[src/hdl/plic_pkg.sv]
// Package for the planar image layout calculator.
// Holds the request and result payload types, the pixel format codes and shared widths.
// No dependencies.
package plic_pkg;

    // Default upper limit applied to the requested width and height.
    localparam int unsigned DIM_MAX_DEF = 8191;

    // Field widths fixed by the interface.
    localparam int unsigned FMT_W  = 4;
    localparam int unsigned DIM_W  = 13;
    localparam int unsigned RDIM_W = 14;

    // Pixel format codes.
    localparam logic [FMT_W-1:0] FMT_RGB565 = 4'd0;
    localparam logic [FMT_W-1:0] FMT_RGB24  = 4'd1;
    localparam logic [FMT_W-1:0] FMT_RGB32  = 4'd2;
    localparam logic [FMT_W-1:0] FMT_I420   = 4'd3;
    localparam logic [FMT_W-1:0] FMT_S420   = 4'd4;
    localparam logic [FMT_W-1:0] FMT_YV12   = 4'd5;
    localparam logic [FMT_W-1:0] FMT_UYVY   = 4'd6;
    localparam logic [FMT_W-1:0] FMT_SUYV   = 4'd7;
    localparam logic [FMT_W-1:0] FMT_YUY2   = 4'd8;
    localparam logic [FMT_W-1:0] FMT_ST12   = 4'd9;
    localparam logic [FMT_W-1:0] FMT_SN12   = 4'd10;
    localparam logic [FMT_W-1:0] FMT_NV12   = 4'd11;

    // One layout request.
    typedef struct packed {
        logic [FMT_W-1:0] format_code;
        logic [DIM_W-1:0] width;
        logic [DIM_W-1:0] height;
    } req_t;

    // One layout result.
    typedef struct packed {
        logic [RDIM_W-1:0] rounded_width;
        logic [RDIM_W-1:0] rounded_height;
        logic [15:0]       pitch_0;
        logic [13:0]       pitch_1;
        logic [12:0]       pitch_2;
        logic [26:0]       offset_1;
        logic [26:0]       offset_2;
        logic [28:0]       length_0;
        logic [24:0]       length_1;
        logic [24:0]       length_2;
        logic [28:0]       total_size;
        logic              unsupported;
    } res_t;

endpackage

[src/hdl/plic_calc.sv]
// Combinational layout calculation for one request.
// Two small multipliers (luma plane and chroma plane) followed by one add per output.
// Depends on plic_pkg.
module plic_calc #(
    parameter int unsigned DIM_MAX = plic_pkg::DIM_MAX_DEF
) (
    input  plic_pkg::req_t req,
    output plic_pkg::res_t res
);

    logic [12:0] w_sat;
    logic [12:0] h_sat;
    logic [13:0] w_even;
    logic [13:0] h_even;
    logic [13:0] h_eff;
    logic [13:0] p0_420;
    logic [12:0] p1_420;
    logic [15:0] p0_rgb24;
    logic        is_420;
    logic [15:0] mul_a_lhs;
    logic [13:0] mul_b_lhs;
    logic [29:0] prod_a;
    logic [26:0] prod_b;
    logic [28:0] add_rhs;
    logic [28:0] sum_total;
    logic [26:0] sum_offset_2;

    // Clamp the dimensions, then round them up to even.
    assign w_sat  = (32'(req.width) > DIM_MAX) ? 13'(DIM_MAX) : req.width;
    assign h_sat  = (32'(req.height) > DIM_MAX) ? 13'(DIM_MAX) : req.height;
    assign w_even = ({1'b0, w_sat} + 14'd1) & ~14'd1;
    assign h_even = ({1'b0, h_sat} + 14'd1) & ~14'd1;

    // The 4:2:0 planar formats use the even height and 4-byte aligned pitches.
    assign is_420 = (req.format_code == plic_pkg::FMT_I420) ||
                    (req.format_code == plic_pkg::FMT_S420) ||
                    (req.format_code == plic_pkg::FMT_YV12);
    assign h_eff    = is_420 ? h_even : {1'b0, h_sat};
    assign p0_420   = (w_even + 14'd3) & ~14'd3;
    assign p1_420   = (w_even[13:1] + 13'd3) & ~13'd3;
    assign p0_rgb24 = {1'b0, w_even, 1'b0} + {2'b00, w_even};

    // Select the first plane pitch and the chroma pitch that feed the multipliers.
    always_comb
    begin
        mul_a_lhs = '0;
        mul_b_lhs = '0;
        unique case (req.format_code)
            plic_pkg::FMT_RGB565:
            begin
                mul_a_lhs = {1'b0, w_even, 1'b0};
            end
            plic_pkg::FMT_RGB24:
            begin
                mul_a_lhs = p0_rgb24;
            end
            plic_pkg::FMT_RGB32:
            begin
                mul_a_lhs = {w_even, 2'b00};
            end
            plic_pkg::FMT_I420, plic_pkg::FMT_S420, plic_pkg::FMT_YV12:
            begin
                mul_a_lhs = {2'b00, p0_420};
                mul_b_lhs = {1'b0, p1_420};
            end
            plic_pkg::FMT_UYVY, plic_pkg::FMT_SUYV, plic_pkg::FMT_YUY2,
            plic_pkg::FMT_ST12, plic_pkg::FMT_SN12:
            begin
                mul_a_lhs = {1'b0, w_even, 1'b0};
            end
            plic_pkg::FMT_NV12:
            begin
                mul_a_lhs = {2'b00, w_even};
                mul_b_lhs = w_even;
            end
            default:
            begin
                mul_a_lhs = '0;
                mul_b_lhs = '0;
            end
        endcase
    end

    // Plane sizes: full height for the first plane, half height for chroma.
    assign prod_a = mul_a_lhs * h_eff;
    assign prod_b = mul_b_lhs * h_eff[13:1];

    // Planar 4:2:0 carries two chroma planes, NV12 one interleaved plane.
    assign add_rhs      = is_420 ? {1'b0, prod_b, 1'b0} : {2'b00, prod_b};
    assign sum_total    = prod_a[28:0] + add_rhs;
    assign sum_offset_2 = prod_a[26:0] + prod_b;

    // Assemble the result fields for each format family.
    always_comb
    begin
        res                = '0;
        res.rounded_width  = w_even;
        res.rounded_height = h_eff;
        unique case (req.format_code)
            plic_pkg::FMT_RGB565, plic_pkg::FMT_RGB24, plic_pkg::FMT_RGB32:
            begin
                res.pitch_0    = mul_a_lhs;
                res.length_0   = prod_a[28:0];
                res.total_size = prod_a[28:0];
            end
            plic_pkg::FMT_I420, plic_pkg::FMT_S420, plic_pkg::FMT_YV12:
            begin
                res.pitch_0    = mul_a_lhs;
                res.pitch_1    = {1'b0, p1_420};
                res.pitch_2    = p1_420;
                res.offset_1   = prod_a[26:0];
                res.offset_2   = sum_offset_2;
                res.length_0   = prod_a[28:0];
                res.length_1   = prod_b[24:0];
                res.length_2   = prod_b[24:0];
                res.total_size = sum_total;
            end
            plic_pkg::FMT_UYVY, plic_pkg::FMT_SUYV, plic_pkg::FMT_YUY2,
            plic_pkg::FMT_ST12, plic_pkg::FMT_SN12:
            begin
                res.pitch_0    = mul_a_lhs;
                res.total_size = prod_a[28:0];
            end
            plic_pkg::FMT_NV12:
            begin
                res.pitch_0    = mul_a_lhs;
                res.pitch_1    = w_even;
                res.offset_1   = prod_a[26:0];
                res.total_size = sum_total;
            end
            default:
            begin
                res.unsupported = 1'b1;
            end
        endcase
    end

endmodule

[src/hdl/planar_image_layout_calc.sv]
// Planar image layout calculator, top level.
// Stages: the input register holds the accepted request, then the result register holds its layout.
// Throughput: one request per cycle while res_ready is held high; the calculation between the two registers is one
// multiply and one add per plane, and ready passes back through both stages.
// Reset: rst_n is asynchronous and active low; it empties both stages, payload is not cleared.
module planar_image_layout_calc #(
    parameter int unsigned DIM_MAX = plic_pkg::DIM_MAX_DEF
) (
    input  logic           clk,
    input  logic           rst_n,
    input  logic           req_valid,
    output logic           req_ready,
    input  plic_pkg::req_t req_data,
    output logic           res_valid,
    input  logic           res_ready,
    output plic_pkg::res_t res_data
);

    logic           s1_valid_reg;
    logic           s1_valid_next;
    plic_pkg::req_t req_reg;
    logic           s2_valid_reg;
    logic           s2_valid_next;
    plic_pkg::res_t res_reg;
    plic_pkg::res_t calc_res;
    logic           s2_load;
    logic           s1_load;

    // Stage loads: the result register frees when empty or taken.
    assign s2_load   = !s2_valid_reg || res_ready;
    assign s1_load   = !s1_valid_reg || s2_load;
    assign req_ready = s1_load;

    assign s1_valid_next = s1_load ? req_valid : s1_valid_reg;
    assign s2_valid_next = s2_load ? s1_valid_reg : s2_valid_reg;

    // Layout calculation on the registered request.
    plic_calc #(
        .DIM_MAX (DIM_MAX)
    ) u_calc (
        .req (req_reg),
        .res (calc_res)
    );

    // Pipeline valid flags.
    always_ff @(posedge clk or negedge rst_n)
    begin
        if (!rst_n)
        begin
            s1_valid_reg <= 1'b0;
            s2_valid_reg <= 1'b0;
        end
        else
        begin
            s1_valid_reg <= s1_valid_next;
            s2_valid_reg <= s2_valid_next;
        end
    end

    // Payload registers.
    always_ff @(posedge clk)
    begin
        if (s1_load)
        begin
            req_reg <= req_data;
        end
        if (s2_load)
        begin
            res_reg <= calc_res;
        end
    end

    assign res_valid = s2_valid_reg;
    assign res_data  = res_reg;

`ifndef SYNTHESIS
    // An accepted request always occupies the input stage in the next cycle.
    a_req_enters: assert property (@(posedge clk) disable iff (!rst_n)
        req_valid && req_ready |=> s1_valid_reg)
        else $error("accepted request did not enter the input stage");

    // A blocked input stage keeps its request.
    a_s1_holds: assert property (@(posedge clk) disable iff (!rst_n)
        s1_valid_reg && !s2_load |=> s1_valid_reg && $stable(req_reg))
        else $error("input stage lost its request while stalled");

    // Results always carry an even width.
    a_even_width: assert property (@(posedge clk) disable iff (!rst_n)
        res_valid |-> !res_data.rounded_width[0])
        else $error("rounded width is odd");

    // An unknown format produces no size.
    a_bad_empty: assert property (@(posedge clk) disable iff (!rst_n)
        res_valid && res_data.unsupported |-> res_data.total_size == '0 &&
        res_data.pitch_0 == '0)
        else $error("unsupported format reported a size");
`endif

endmodule

[config.mk]
export PLATFORM = sky130hd
export DESIGN_NAME = planar_image_layout_calc
export DESIGN_NICKNAME = d
export VERILOG_FILES = /design/src/hdl/plic_pkg.sv /design/src/hdl/plic_calc.sv /design/src/hdl/planar_image_layout_calc.sv
export SDC_FILE = /design/constraint.sdc
export NUM_CORES = 1
export LEC_CHECK = 0
export ABC_AREA = 1
export BUFFER_PORTS_ARGS = -buffer_cell sky130_fd_sc_hd__buf_4
export CORE_UTILIZATION = 49
export CTS_CLUSTER_SIZE = 40
export DETAILED_ROUTE_END_ITERATION = 16
export MAX_ROUTING_LAYER = met4
export PLACE_DENSITY_LB_ADDON = 0.2
export SLEW_MARGIN = 20
export SYNTH_ARGS = -nofsm -noshare
export SYNTH_HDL_FRONTEND = slang
export SYNTH_SLANG_ARGS = --single-unit
[constraint.sdc]
create_clock -name clk -period 15.7 [get_ports clk]
set_input_delay 3.14 -clock clk [delete_from_list [all_inputs] [get_ports clk]]
set_output_delay 3.14 -clock clk [all_outputs]
set_load 0.01 [all_outputs]
* Yosys cells after proc, flatten, opt, wreduce, memory -nomap -nowiden
Cells that the tools add are included.
** Storage, ports and cells
- Word-level logic and storage cells :: 56
- Memories :: 0
- Bits of input ports :: 34
- ROM bits :: 0
- RAM bits :: 0
- Output and inout bits :: 236
- Latch bits :: 0
- Flip-flop bits (word level) :: 240
** Cells by class
- Eq/ne operators :: 11
- Bitwise logic cells :: 0
- $lt $le $gt $ge :: 0
- Reduce and logical (&&, ||, !) cells :: 13
- Divide/modulo/power cells :: 0
- Mux-type cells :: 6
- Multipliers :: 2
- Add/sub/neg operators :: 7
- Shift-type cells :: 0
** Operators by type and width (number)
- 16-bit one-hot mux with 5 select lines :: 1
- 29-bit one-hot mux with 2 select lines :: 1
- 29-bit adder :: 1
- 16-bit by 14-bit multiplier with 29-bit output :: 1
- 13-bit by 1-bit adder with 14-bit output, second input constant :: 2
- 28-bit 2-to-1 mux :: 1
- 14-bit one-hot mux with 2 select lines :: 1
- 27-bit adder :: 1
- 14-bit by 13-bit multiplier with 27-bit output :: 1
- 15-bit by 14-bit adder with 16-bit output :: 1
- 4-bit by 3-bit == test with 1-bit output, second input constant :: 4
- 4-bit == test, second input constant :: 4
- 14-bit by 2-bit adder with 14-bit output, second input constant :: 1
- 14-bit 2-to-1 mux :: 1
- 13-bit by 2-bit adder with 13-bit output, second input constant :: 1
- 12-bit OR reduction :: 1
- 6-bit OR reduction :: 2
- 4-bit by 2-bit == test with 1-bit output, second input constant :: 2
- 8-bit OR reduction :: 1
- 4-bit by 1-bit == test with 1-bit output, second input constant :: 1
- 4-bit zero test :: 1
- 1-bit logical OR :: 4
- 4-bit OR reduction :: 1
- 3-bit OR reduction :: 1
- other kinds (2) :: 3

* Depth between registers and ports, before layout
- Word-level depth :: 8
- Depth in mapped cells :: 56
- Gate-level depth less buffers :: 54

* Cells and area by module
A second synthesis with hierarchy kept.
** Second synthesis, totals
- Cells, all modules :: 3108
- Area total of the unflattened synthesis :: 27214.9 um2
** By module, submodules not included
- plic_calc :: sequential area each 0.0 um2, instances 1, area each 19204.7 um2, cells an instance 2835
- planar_image_layout_calc :: sequential area each 7977.7 um2, instances 1, area each 8010.2 um2, cells an instance 273

* Least setup slack after synthesis
OpenSTA, ideal clock, no wires.
- Path type :: flip-flop to flip-flop
- Start point :: register req_reg[14] (netlist name)
- End point :: register res_reg (netlist bit res_data[135]) (data pin)
- Clock period less this slack :: 8624 ps
- Required time :: 15445 ps
- Buffers on the path :: 1
- Cell stages (with the launch flop) :: 46
- Path slack :: 7076 ps
- Library setup time :: 255 ps
- Arrival time :: 8369 ps
- Cell sequence :: edfxtp_1 > ha_1 > buf_4 > xor2_2 > ha_1 > inv_1 > o21ai_0 > inv_1 > o21ai_2 > nand3_1 > nand2_1 > a21oi_1 > o21ai_0 > nand2_2 > inv_2 > nor2_1 > fa_1 > inv_1 > [10 not listed] > ha_1 > nand2_1 > o21ai_0 > a21oi_1 > o21ai_0 > nand2_1 > nand2_1 > nand2_1 > nand2_1 > inv_1 > ha_1 > a21oi_1 > o21ai_0 > a221oi_1 > nand3_1 > or2_2 > a21oi_1 > nor2_1
** RTL lines
- start: declaration :: line planar_image_layout_calc.sv:21 : plic_pkg::req_t req_reg;
- start signal: assignment :: line planar_image_layout_calc.sv:65 : req_reg <= req_data;
- end signal: assignment :: line planar_image_layout_calc.sv:69 : res_reg <= calc_res;
- end: declaration :: line planar_image_layout_calc.sv:24 : plic_pkg::res_t res_reg;

* Worst setup path after layout
- Start point :: register req_reg[29] (netlist name)
- End point :: register res_reg (netlist bit res_data[28]) (data pin)
** On the way
- Elaborated cells between the ends (all ways) :: 26
- Those cells by class :: add/sub (1); mul (2); eq/ne (11); mux (5); reduce/logical (7)
** RTL lines
- parallel branches: the longest is 4 deep, another holds 16-bit one-hot mux with 5 select lines
- 16-bit by 14-bit multiplier with 29-bit output * :: line plic_calc.sv:85 : assign prod_a = mul_a_lhs * h_eff;
- net u_calc.prod_a[22] :: line plic_calc.sv:22 : logic [29:0] prod_a;
- 29-bit adder * :: line plic_calc.sv:90 : assign sum_total = prod_a[28:0] + add_rhs;
- 29-bit one-hot mux with 2 select lines * :: line plic_calc.sv:99 : unique case (req.format_code)
Mark *: on every way through the listed nets, which the timed path passes.
A chain may end at the register's enable or synchronous reset.

==> impl_metrics.json <==
{
  "worstMarginPinSlew_ps": 1040,
  "use_met1": 0.423,
  "grt.busiest_layer": "met2",
  "yosys.area.top_type": "edfxtp_1",
  "relSlewSlack": 0.301,
  "arrival_ps": 11380,
  "vias": 22100,
  "syn_area_per_cell_um2": 8.37,
  "grtUsageMet3": 0.0363,
  "fin_crit_sh": 0.708,
  "max_freq_ghz": 0.0900,
  "slowest_delay_ps": 830,
  "fin_skew_ps": 15.1,
  "synth_top_area_frac": 0.265,
  "ant_nets": 0,
  "cts_resized": 0,
  "crit_top_cell": "fa_1",
  "die_h_um": 232,
  "initial_core_util": 0.496,
  "coreArea_um2": 52400,
  "die_area_um2": 54000,
  "port-buffer-count": 258,
  "crit_path_end_kind": "register",
  "post-route-util": 0.563,
  "cts_tree": "done",
  "rsz0062_at_grt": "no",
  "finalNetCount": 3864,
  "tns_ps": 0,
  "grt_use_total": 0.325,
  "path_class": "reg2reg",
  "h-tree-depth": 1,
  "drt_iter0_markers": 1914,
  "startpoint_type": "register",
  "crit_required_ps": 15970,
  "dpl.hpwl_um": 67700,
  "grt_pass1_vias": 21900,
  "placedCellCount": 3993,
  "ys_warn_count": 0,
  "path_clk_slew_ps": 60,
  "clockBufferDepth": 3,
  "num_io_pins": 270,
  "syn2layout_area_growth_pct": 13.7,
  "post_cts_buffers": 0,
  "ys.flop_type": "edfxtp_1",
  "drive_gt1_frac": 0.132,
  "cts-root-buf": "clkbuf_16",
  "grt_overflow": 0,
  "routed_wirelength_um": 84400,
  "largest_reg_flops": 199,
  "yosysSeqAreaShare": 0.266,
  "grt_pass1_wl_um": 128000,
  "synthArstFlopShare": 0.00866,
  "diodes": 0,
  "min_period_ps": 11110,
  "crit_fanout": 59,
  "gp_congestion": 0.983,
  "synth_cell_types": 56,
  "hold_buffers": 0,
  "setup_viol": 0,
  "cp_slowest_cell": "xnor2_1",
  "final_cells": 4039,
  "path_buf_inv": 7,
  "die_w_um": 232,
  "syn-cell-area_um2": 26000,
  "drv_slew": 0,
  "outcome": "completed",
  "grt_start_max_net_pins": 78,
  "clock-sinks": 231,
  "finalHoldViolCount": 0,
  "rows": 84,
  "antenna_found_initial": 0,
  "wl_per_cell_um": 20.9,
  "grt_use_met2": 0.517,
  "crit_family": "adder cells",
  "firstDrtPassIters": 6,
  "cts_made_buffers": 27,
  "maxCapViolations": 0,
  "synth_edf_count": 229,
  "min_path_type": "reg2reg",
  "drc": 0,
  "synthCells": 3107,
  "ys_ff_latch": 231,
  "vias_per_cell": 5.47,
  "clk_latency_ps": 590,
  "synthTopCellsByArea": "edfxtp_1 (26%), fa_1 (21%), ha_1 (11%), nand2_1 (8.9%), inv_1 (8.6%)"
}
## logic make-up after synthesis
group / synth area share
buf+inv: 0.111
xor+xnor: 0.0191
fa+ha+maj: 0.318
flops: 0.266
compound gates: 0.0914
other cells: 0.000289
simple gates: 0.193
## routing by layer
metal  vias up  wire (um)
met5         -          0
met4         0       4110
met3       197       6100
met2       981      39000
met1     10700      35200
li1      10300          -
## cells in the final DEF (no fill, tap or decap), types with 23 or more instances in the layout
cell type	n
inv_2	24
nand4_1	35
ha_1	221
o21ai_0	124
nand2_2	31
a21oi_1	181
nor3_1	23
nand3_1	85
o21bai_1	27
clkbuf_16	27
nor2_1	324
edfxtp_1	229
buf_4	280
inv_1	596
fa_1	275
xor2_1	35
nand2_1	613
## cells in the mapped netlist, types with 38 or more instances
library cell    n
xor2_1         38
inv_1         596
a21oi_1       181
ha_1          221
nand2_1       615
fa_1          275
clkbuf_1       44
nor2_1        325
edfxtp_1      229
o21ai_0       124
buf_4          40
nand3_1        86
## worst register-to-register path, delay by kind of cell, from the launching register on
kind	cells	cell delay (ps)
fa+ha+maj	8	3720
xor+xnor	1	830
buf+inv	7	1690
compound gates	8	1790
flops	1	440
simple gates	11	2320
## area by class of cell
| cell class | count | area (um2) |
|---|---|---|
| fillers | 4835 | 22900 |
| multi-input cells | 2167 | 16300 |
| flip-flops and latches | 231 | 6930 |
| inverters | 627 | 2360 |
| repair buffers | 280 | 2100 |
| well taps | 688 | 861 |
| clock buffers | 29 | 683 |
| clock inverters | 17 | 302 |
## per-stage QoR
stage | hold WS (ps) | area, um2 | setup slack (ps)
after CTS | 507 | 29500 | 4930
final | 499 | 29500 | 4590
after detailed placement | 490 | 28600 | 4970
after floorplan | 435 | 26000 | 7080
after global placement | 468 | 28600 | 5060
after global routing | 535 | 29500 | 4070
## path summary, 6_finish.rpt
path | endpoint | start | cells past startpoint | slack [ps]
min reg2reg | res_valid | s1_valid_reg | 2 | 500
min | res_valid | s1_valid_reg | 2 | 500
max reg2reg | res_data[28] | req_reg[29] | 35 | 4590
min in group asynchronous | s1_valid_reg | rst_n | 1 | 2330
max | res_data[28] | req_reg[29] | 35 | 4590
max in group asynchronous | res_valid | rst_n | 1 | 13280
Power is not shown: default switching activity piles up to over one toggle a cycle in this logic, so the estimate is an artifact.
